<file path="src/design/pn_pkg.sv">
// Shared types and constants of the path normalizer.
package pn_pkg;

  localparam int PATH_BYTES = 256;
  localparam int PTR_W = $clog2(PATH_BYTES);
  localparam int LEN_W = PTR_W + 1;
  localparam int SUM_W = PTR_W + 2;
  localparam logic [SUM_W-1:0] PATH_LIMIT = SUM_W'(PATH_BYTES);

  localparam int QDEPTH = 4;
  localparam int QPTR_W = $clog2(QDEPTH);
  localparam int QCNT_W = QPTR_W + 1;

  localparam logic [7:0] SLASH = 8'h2F;
  localparam logic [7:0] DOT = 8'h2E;

  typedef enum logic [1:0] {
    REQ_BASE = 2'd0,
    REQ_REL  = 2'd1,
    REQ_END  = 2'd2,
    REQ_READ = 2'd3
  } req_kind_t;

  typedef enum logic {
    RES_SUMMARY = 1'b0,
    RES_READ    = 1'b1
  } res_kind_t;

  typedef struct packed {
    req_kind_t  req_type;
    logic [7:0] path_byte;
    logic [7:0] read_index;
  } req_t;

  typedef struct packed {
    res_kind_t  result_kind;
    logic [7:0] data_byte;
    logic [7:0] path_length;
    logic       too_long;
  } rsp_t;

  // Classified item as it waits between the front and the back.
  typedef struct packed {
    req_kind_t        kind;
    logic [7:0]       path_byte;
    logic [PTR_W-1:0] index;
    logic             rd_ok;
    logic             is_slash;
  } q_item_t;

endpackage

</file>
<file path="src/design/pn_ram.sv">
// Generic single-write, single-read RAM with registered read data.
module pn_ram #(
  parameter int WIDTH = 8,
  parameter int DEPTH = 256
) (
  input  logic                     clk,
  input  logic                     we,
  input  logic [$clog2(DEPTH)-1:0] waddr,
  input  logic [WIDTH-1:0]         wdata,
  input  logic                     re,
  input  logic [$clog2(DEPTH)-1:0] raddr,
  output logic [WIDTH-1:0]         rdata
);

  logic [WIDTH-1:0] mem [DEPTH];

  always_ff @(posedge clk) begin
    if (we) begin
      mem[waddr] <= wdata;
    end
    if (re) begin
      rdata <= mem[raddr];
    end
  end

endmodule

</file>
<file path="src/design/pn_front.sv">
// Front end: accepts request items, classifies them and queues them for the back end.
module pn_front
  import pn_pkg::*;
(
  input  logic    clk,
  input  logic    rst,
  input  logic    req_valid,
  output logic    req_stall,
  input  req_t    req,
  output logic    q_valid,
  output q_item_t q_item,
  input  logic    q_pop
);

  q_item_t            q_mem [QDEPTH];
  logic [QPTR_W-1:0]  wr_ptr;
  logic [QPTR_W-1:0]  rd_ptr;
  logic [QCNT_W-1:0]  count;
  logic               push;
  logic               pop;
  q_item_t            new_item;

  assign req_stall = (count == QCNT_W'(QDEPTH));
  assign push = req_valid && !req_stall;
  assign q_valid = (count != '0);
  assign pop = q_pop && q_valid;
  assign q_item = q_mem[rd_ptr];

  always_comb begin
    new_item.kind = req.req_type;
    new_item.path_byte = req.path_byte;
    new_item.index = PTR_W'(req.read_index);
    new_item.rd_ok = (int'(req.read_index) < PATH_BYTES);
    new_item.is_slash = (req.path_byte == SLASH);
  end

  always_ff @(posedge clk) begin
    if (push) begin
      q_mem[wr_ptr] <= new_item;
    end
  end

  always_ff @(posedge clk) begin
    if (rst) begin
      wr_ptr <= '0;
      rd_ptr <= '0;
      count <= '0;
    end else begin
      if (push) begin
        wr_ptr <= wr_ptr + QPTR_W'(1);
      end
      if (pop) begin
        rd_ptr <= rd_ptr + QPTR_W'(1);
      end
      if (push && !pop) begin
        count <= count + QCNT_W'(1);
      end else if (pop && !push) begin
        count <= count - QCNT_W'(1);
      end
    end
  end

endmodule

</file>
<file path="src/design/pn_back.sv">
// Back end: sequencer that edits the path buffer and produces result items.
module pn_back
  import pn_pkg::*;
(
  input  logic    clk,
  input  logic    rst,
  input  logic    q_valid,
  input  q_item_t q_item,
  output logic    q_pop,
  output logic    rsp_valid,
  input  logic    rsp_stall,
  output rsp_t    rsp
);

  typedef enum logic [4:0] {
    ST_IDLE   = 5'b00001,
    ST_BYTE   = 5'b00010,
    ST_SCAN   = 5'b00100,
    ST_FINAL  = 5'b01000,
    ST_RDWAIT = 5'b10000
  } state_t;

  typedef enum logic [2:0] {
    PH_BASE = 3'b001,
    PH_REL  = 3'b010,
    PH_DONE = 3'b100
  } phase_t;

  state_t           state, state_next;
  phase_t           phase, phase_next;
  logic [PTR_W-1:0] used, used_next;
  logic [PTR_W-1:0] mark, mark_next;
  logic [LEN_W-1:0] len, len_next;
  logic             dots, dots_next;
  logic             ovf, ovf_next;
  logic [PTR_W-1:0] trim, trim_next;
  logic [PTR_W-1:0] scan, scan_next;
  logic [7:0]       cur_byte, cur_byte_next;
  logic             cur_end, cur_end_next;
  logic             rd_ok, rd_ok_next;
  logic             rsp_valid_next;
  rsp_t             rsp_next;

  logic             ram_we;
  logic [PTR_W-1:0] ram_waddr;
  logic [7:0]       ram_wdata;
  logic             ram_re;
  logic [PTR_W-1:0] ram_raddr;
  logic [7:0]       ram_rdata;

  // Values after an implicit new request and after the switch to relative bytes.
  logic             fresh;
  logic             in_base;
  logic             absolute;
  logic [PTR_W-1:0] e_used;
  logic             e_ovf;
  logic [PTR_W-1:0] e_trim;
  logic [PTR_W-1:0] b_used;
  logic             b_ovf;
  logic [LEN_W-1:0] b_len;
  logic             b_dots;
  logic             fin_none;
  logic             fin_up;
  logic [SUM_W-1:0] comp_end;
  logic [SUM_W-1:0] byte_pos;
  logic [LEN_W-1:0] len_inc;
  logic [SUM_W-1:0] grown_end;
  logic             out_free;

  pn_ram #(
    .WIDTH(8),
    .DEPTH(PATH_BYTES)
  ) u_store (
    .clk  (clk),
    .we   (ram_we),
    .waddr(ram_waddr),
    .wdata(ram_wdata),
    .re   (ram_re),
    .raddr(ram_raddr),
    .rdata(ram_rdata)
  );

  assign out_free = !rsp_valid || !rsp_stall;

  always_comb begin
    fresh = (phase == PH_DONE) && (q_item.kind != REQ_READ);
    e_used = fresh ? '0 : used;
    e_ovf = fresh ? 1'b0 : ovf;
    e_trim = fresh ? '0 : trim;
    in_base = fresh || (phase == PH_BASE);
    absolute = in_base && (q_item.kind == REQ_REL) && q_item.is_slash;
    b_ovf = absolute ? 1'b0 : e_ovf;
    if (absolute) begin
      b_used = '0;
    end else if (in_base && !e_ovf) begin
      b_used = e_trim;
    end else begin
      b_used = e_used;
    end
    b_len = (in_base || fresh) ? '0 : len;
    b_dots = (in_base || fresh) ? 1'b1 : dots;
    fin_none = (b_len == '0) || (b_dots && (b_len == LEN_W'(1)));
    fin_up = b_dots && (b_len == LEN_W'(2));
    comp_end = SUM_W'(mark) + SUM_W'(1) + SUM_W'(b_len);
    byte_pos = SUM_W'(mark) + SUM_W'(1) + SUM_W'(len);
    len_inc = len + LEN_W'(1);
    grown_end = SUM_W'(mark) + SUM_W'(1) + SUM_W'(len_inc);
  end

  always_comb begin
    state_next = state;
    phase_next = phase;
    used_next = used;
    mark_next = mark;
    len_next = len;
    dots_next = dots;
    ovf_next = ovf;
    trim_next = trim;
    scan_next = scan;
    cur_byte_next = cur_byte;
    cur_end_next = cur_end;
    rd_ok_next = rd_ok;
    rsp_valid_next = rsp_valid && rsp_stall;
    rsp_next = rsp;
    q_pop = 1'b0;
    ram_we = 1'b0;
    ram_waddr = '0;
    ram_wdata = '0;
    ram_re = 1'b0;
    ram_raddr = '0;

    case (state)
      ST_IDLE: begin
        if (q_valid) begin
          q_pop = 1'b1;
          if (fresh) begin
            mark_next = '0;
          end
          case (q_item.kind)
            REQ_READ: begin
              ram_re = 1'b1;
              ram_raddr = q_item.index;
              rd_ok_next = q_item.rd_ok;
              state_next = ST_RDWAIT;
            end
            REQ_BASE: begin
              phase_next = in_base ? PH_BASE : phase;
              used_next = e_used;
              ovf_next = e_ovf;
              trim_next = e_trim;
              len_next = b_len;
              dots_next = b_dots;
              if (in_base && !e_ovf) begin
                if (SUM_W'(e_used) + SUM_W'(1) >= PATH_LIMIT) begin
                  ovf_next = 1'b1;
                end else begin
                  ram_we = 1'b1;
                  ram_waddr = e_used;
                  ram_wdata = q_item.path_byte;
                  used_next = e_used + PTR_W'(1);
                  if (!q_item.is_slash) begin
                    trim_next = e_used + PTR_W'(1);
                  end
                end
              end
            end
            default: begin
              // Relative byte or end of request.
              phase_next = PH_REL;
              trim_next = e_trim;
              used_next = b_used;
              ovf_next = b_ovf;
              len_next = b_len;
              dots_next = b_dots;
              cur_byte_next = q_item.path_byte;
              cur_end_next = (q_item.kind == REQ_END);
              if (q_item.kind == REQ_END) begin
                state_next = ST_FINAL;
              end
              if (!b_ovf) begin
                if ((q_item.kind == REQ_REL) && !q_item.is_slash) begin
                  if (b_len == '0) begin
                    // First byte of a component: its leading slash goes in first.
                    ram_we = 1'b1;
                    ram_waddr = b_used;
                    ram_wdata = SLASH;
                    mark_next = b_used;
                    dots_next = 1'b1;
                  end
                  state_next = ST_BYTE;
                end else begin
                  len_next = '0;
                  dots_next = 1'b1;
                  if (fin_none) begin
                    used_next = b_used;
                  end else if (fin_up) begin
                    if (mark == '0) begin
                      used_next = '0;
                    end else begin
                      scan_next = mark;
                      ram_re = 1'b1;
                      ram_raddr = mark - PTR_W'(1);
                      state_next = ST_SCAN;
                    end
                  end else if (comp_end >= PATH_LIMIT) begin
                    ovf_next = 1'b1;
                  end else begin
                    used_next = PTR_W'(comp_end);
                  end
                end
              end
            end
          endcase
        end
      end
      ST_BYTE: begin
        if (byte_pos < PATH_LIMIT) begin
          ram_we = 1'b1;
          ram_waddr = PTR_W'(byte_pos);
          ram_wdata = cur_byte;
        end
        if ((len_inc >= LEN_W'(3)) && (grown_end >= PATH_LIMIT)) begin
          ovf_next = 1'b1;
          len_next = '0;
          dots_next = 1'b1;
        end else begin
          len_next = len_inc;
          dots_next = dots && (cur_byte == DOT);
        end
        state_next = ST_IDLE;
      end
      ST_SCAN: begin
        // The read data is the byte just below the scan pointer.
        if (ram_rdata == SLASH) begin
          used_next = scan - PTR_W'(1);
          state_next = cur_end ? ST_FINAL : ST_IDLE;
        end else if (scan == PTR_W'(1)) begin
          used_next = '0;
          state_next = cur_end ? ST_FINAL : ST_IDLE;
        end else begin
          scan_next = scan - PTR_W'(1);
          ram_re = 1'b1;
          ram_raddr = scan - PTR_W'(2);
        end
      end
      ST_FINAL: begin
        if (out_free) begin
          rsp_valid_next = 1'b1;
          rsp_next.result_kind = RES_SUMMARY;
          rsp_next.data_byte = '0;
          rsp_next.too_long = ovf;
          if (ovf) begin
            rsp_next.path_length = '0;
          end else if (used == '0) begin
            // An empty result is the root.
            ram_we = 1'b1;
            ram_waddr = '0;
            ram_wdata = SLASH;
            used_next = PTR_W'(1);
            rsp_next.path_length = 8'd1;
          end else begin
            rsp_next.path_length = 8'(used);
          end
          phase_next = PH_DONE;
          state_next = ST_IDLE;
        end
      end
      ST_RDWAIT: begin
        if (out_free) begin
          rsp_valid_next = 1'b1;
          rsp_next.result_kind = RES_READ;
          rsp_next.data_byte = rd_ok ? ram_rdata : 8'd0;
          rsp_next.path_length = '0;
          rsp_next.too_long = 1'b0;
          state_next = ST_IDLE;
        end
      end
      default: begin
        state_next = ST_IDLE;
      end
    endcase
  end

  always_ff @(posedge clk) begin
    if (rst) begin
      state <= ST_IDLE;
      phase <= PH_BASE;
      used <= '0;
      mark <= '0;
      len <= '0;
      dots <= 1'b1;
      ovf <= 1'b0;
      trim <= '0;
      cur_end <= 1'b0;
      rsp_valid <= 1'b0;
    end else begin
      state <= state_next;
      phase <= phase_next;
      used <= used_next;
      mark <= mark_next;
      len <= len_next;
      dots <= dots_next;
      ovf <= ovf_next;
      trim <= trim_next;
      cur_end <= cur_end_next;
      rsp_valid <= rsp_valid_next;
    end
  end

  always_ff @(posedge clk) begin
    scan <= scan_next;
    cur_byte <= cur_byte_next;
    rd_ok <= rd_ok_next;
    rsp <= rsp_next;
  end

endmodule

</file>
<file path="src/design/path_normalizer.sv">
// Top level of the path normalizer: front end, item queue and back end.
// The block joins a relative path onto a normalized base path held in a
// 256-byte buffer and resolves "." and ".." on the fly. The front end takes
// one item per cycle into a four-entry queue, so the request side stalls only
// when the back end falls behind. In the back end a base byte or a slash is
// handled in the idle state, any other relative byte also in the byte state
// (the buffer's single write port stores a component's leading slash and its
// first byte in turn), a read also in the read-wait state, and an end item
// also in the final state. A ".." walks back through the buffer one byte per
// cycle over its read port, one read for every byte it scans. A finished
// result waits in an output register while the next items are being worked
// on. Bytes of the buffer that were never written read back as unknown.
module path_normalizer
  import pn_pkg::*;
(
  input  logic clk,
  input  logic rst,
  input  logic req_valid,
  output logic req_stall,
  input  req_t req,
  output logic rsp_valid,
  input  logic rsp_stall,
  output rsp_t rsp
);

  logic    q_valid;
  q_item_t q_item;
  logic    q_pop;

  pn_front u_front (
    .clk      (clk),
    .rst      (rst),
    .req_valid(req_valid),
    .req_stall(req_stall),
    .req      (req),
    .q_valid  (q_valid),
    .q_item   (q_item),
    .q_pop    (q_pop)
  );

  pn_back u_back (
    .clk      (clk),
    .rst      (rst),
    .q_valid  (q_valid),
    .q_item   (q_item),
    .q_pop    (q_pop),
    .rsp_valid(rsp_valid),
    .rsp_stall(rsp_stall),
    .rsp      (rsp)
  );

endmodule

</file>
<file path="config.mk">
export PLATFORM = sky130hd
export DESIGN_NAME = path_normalizer
export DESIGN_NICKNAME = d
export VERILOG_FILES = /design/src/design/pn_pkg.sv /design/src/design/pn_ram.sv /design/src/design/pn_front.sv /design/src/design/pn_back.sv /design/src/design/path_normalizer.sv
export SDC_FILE = /design/constraint.sdc
export NUM_CORES = 2
export LEC_CHECK = 0
export BUFFER_PORTS_ARGS = -buffer_cell sky130_fd_sc_hd__buf_2
export CAP_MARGIN = 40
export CELL_PAD_IN_SITES_DETAIL_PLACEMENT = 1
export CELL_PAD_IN_SITES_GLOBAL_PLACEMENT = 1
export CORE_UTILIZATION = 38
export DETAILED_ROUTE_END_ITERATION = 6
export PLACE_DENSITY = 0.6
export SYNTH_ARGS = -nofsm -noshare
export SYNTH_HDL_FRONTEND = slang
export SYNTH_SLANG_ARGS = --single-unit
</file>
<file path="constraint.sdc">
create_clock -name clk -period 16.3 [get_ports clk]
set_input_delay 1.63 -clock clk [delete_from_list [all_inputs] [get_ports clk]]
set_output_delay 1.63 -clock clk [all_outputs]
set_load 0.03 [all_outputs]
</file>
==> results.txt <==
Crit path capture type: register
DP HPWL: 187700 um
Buffers & Inverters on Critical Path: 5
Status: complete, but fails checks
Total global-route track usage: 25.22%
Vias: 58488
CP Cell Sequence: buf_4 > mux4_2 > ha_1 > or4b_1 > o211a_1 > and4_4 > a21oi_4 > buf_12 > buf_4 > buf_4 > mux2i_1 > o221ai_1 > o41ai_1 > buf_2 > a31oi_1 > nor3_1 > o32ai_1
I/O pin cnt: 42
Ratio of cells with drive above 1 in the final layout: 9.985%
Fraction of power consumed by combinational cells: 21.0%
Clock share of power: 35.1%
Main synth FF type: edfxtp_1
Crit path time final: 8.155 ns
Post-Syn Instances: 6631
Worst Max-Slew Pin Slew: 1.368 ns
# fillers: 23816
Total wire length: 310500 um
Post-Synth Simple-Gate Area: 11.63%
CTS clk-pin slew, worst paths: 0.06 ns
RSZ-0062 raised after global routing: false
Seq pwr share: 43.9%
Largest net degree at the start of global routing: 213
Vias/cell: 5.824
CTS buffer count: 229
Root buf cell: clkbuf_16
Cts repair resizes: 0
Synth Area in XOR/XNOR: 0.4612%
Synth-to-Final Area Change: 12.90%
GRT overflow: 0
Net Count, Synth: 6702
CP top delay family: buffers and inverters
Count of cell types in the netlist: 103
Antenna viol nets, final: 0
Slowest CP cell: or4b_1
Core Util, Final: 43.22%
1st-pass router iterations: 7
Crit-path max cell delay: 0.86 ns
Overall Power: 15420 uW
Htree depth: 4
Sequential fraction of the synthesis area: 72.55%
Initial antenna violation count: 13
Number of global-route vias before repair: 58588
Synth Area in Adders: 0.6973%
Final setup viols: 0
Skew-Pair Late Insertion Delay: 0.89 ns
Compound-cell area share of the yosys netlist: 7.168%
Global-route wire length before repair: 440800 um
Clock Skews: 0.03362 ns
Startpoint types: register
Nets: 6745
Overall die width: 491.8 um
Crit path top cell by count: buf_4
Failing checks: DRC
Initial Util: 38.29%
Avg Cell Area, Syn: 13.75 sq um
Pint: 10640 uW
TritonCTS clock tree: built
Postcts setup bufs: 0
Hold Slack: 0.4618 ns
WP data arrival: 8.72 ns
# Max-Cap Violations: 0
CTS Hold Bufs: 0
Fin. Hold Viols: 0
Rel. slew slack: 8.779%
Core Rows: 179
Placer Congestion: 0.8618
Critical path class: register to register
IO buf count: 41
Ys async rst share: 0%
NetSw: 4772 uW
Post-Syn Area: 0.09115 sq mm
LEAKAGE: 0.03644 uW
# clock sinks: 2220
Max VDD drop: 108.0 uV
Multiplexer share of the synthesized area: 4.824%
Final Max Slew Viols: 0
Fmax: 0.1226 GHz
Die height: 491.8 um
Drt drc: 4
Worst EP required: 16.87 ns
Synth warn: 0
Area of the die: 0.2418 sq mm
Hold Crit Class: register to register
Fin crit share: 50.03%
DR iter-0 viols: 6659
Largest family of logic cells by synthesized area: simple AND/OR/NAND/NOR gates
Number of synthesized register bits: 2220
EDFF count, synth: 2166
Core Region: 0.2381 sq mm
CTS max path bufs: 3
Crit Path Max Fanout: 113
Power density cells: 149.8 mW/mm^2
Net Sw Frac: 30.96%
WL/cell: 30.92 um
-- routing by layer --
metal  global-route usage [%]  vias to the layer above  routed length [um]
li1                         -                    25108                   -
met1                    35.84                    30643              135900
met2                    39.79                     2254              143800
met3                    3.458                      479               20670
met4                    8.378                        4               10080
met5                        0                        -                  29
-- worst reg2reg max path, delay by kind of cell (launching register included) --
family | cells | cell delay (ns)
fa+ha+maj | 1 | 0.39
compound gates | 6 | 1.88
simple gates | 3 | 1.71
mux | 2 | 0.93
buf+inv | 5 | 2.64
flops | 1 | 0.31
-- flip-flops by register name, indices dropped and copies added (netlist names), 9 cells and up, named ones only --
name	flops
u_back.rsp	18
u_back.u_store.mem	2048
u_back.len	9
u_front.q_mem	76
-- through the flow --
step	setup WS [ns]	cells	cell area, sq um	setup TNS [ns]
after global placement	7.805	9553	94470	0
after CTS	8.164	10034	102900	0
final	8.145	10043	102900	0
after floorplan	-0.6316	6631	91150	-808.35
after detailed placement	8.200	9607	95180	0
after global routing	7.912	10040	102900	0
-- layout by cell type, fill, tap and decap left out, types with 22 or more instances in the layout --
cell          n
and2_1       22
ha_1         46
a22oi_1      58
inv_1        42
dfxtp_1      54
xnor2_1      28
o221ai_1     25
bufinv_16    32
nand3_1     466
nand4_1      23
mux2i_1     392
nor3_1       37
o22ai_1     164
nand2_1    1285
edfxtp_1   2166
buf_2        48
clkbuf_1     39
a211oi_1     37
and3_1       52
nor2_1      373
clkinv_1     49
a31oi_1     100
o21ai_0      63
clkbuf_16   231
clkinv_2     43
buf_4       147
a21oi_1     312
nor4_1       65
-- power by group through the flow --
stage               combinational, uW  sequential, uW  clock, uW
global placement                 3100            6890          0
floorplan                        1750            7120          0
detailed placement               3210            6880          0
global route                     3390            6770       5670
finish                           3240            6770       5410
CTS                              3220            6760       5490
-- worst paths after layout --
kind | cells past startpoint | end | slack, ns | from
setup / recovery | 17 | u_back.u_store.rdata[3] | 8.14 | register
hold / removal | 2 | u_back.cur_end | 0.46 | u_back.cur_end
setup reg to reg | 17 | u_back.u_store.rdata[3] | 8.14 | register
hold reg to reg | 2 | u_back.cur_end | 0.46 | u_back.cur_end
-- cells in the mapped netlist, drive strengths merged (43+ instances only) --
master | number | area (sq um)
buf | 325 | 1923
nor4 | 68 | 452.9
clkbuf | 93 | 349.1
nand3 | 476 | 2412
inv | 43 | 161.4
o22ai | 167 | 1051
edfxtp | 2166 | 65040
mux2i | 392 | 3924
dfxtp | 54 | 1081
o21ai | 72 | 364.1
ha | 46 | 575.6
and3 | 53 | 336.6
nor2 | 381 | 1438
a22oi | 58 | 435.4
a31oi | 102 | 638.1
nand2 | 1303 | 4928
a21oi | 317 | 1598
-- cell type report --
class / count / area, sq um / area share (%)
antenna: 6 / 15.01 / 0.01459
clock buffer: 274 / 5982 / 5.813
clock inverter: 153 / 1713 / 1.665
inverter: 44 / 165.2 / 0.1605
multi-input combinational: 3949 / 22890 / 22.24
sequential: 2220 / 66120 / 64.26
tap: 3167 / 3963 / 3.851
timing repair buffer: 230 / 2058 / 2.000
-- logic make-up after synthesis --
kind of cell             Yosys count
AO/OA/AOI/OAI                    999
XOR/XNOR                          48
adder cells (fa/ha/maj)           49
buffers and inverters            462
flip-flops                      2220
multiplexers                     417
AND/OR/NAND/NOR                 2436
No activity file was read; power rests on OpenSTA's default activity.
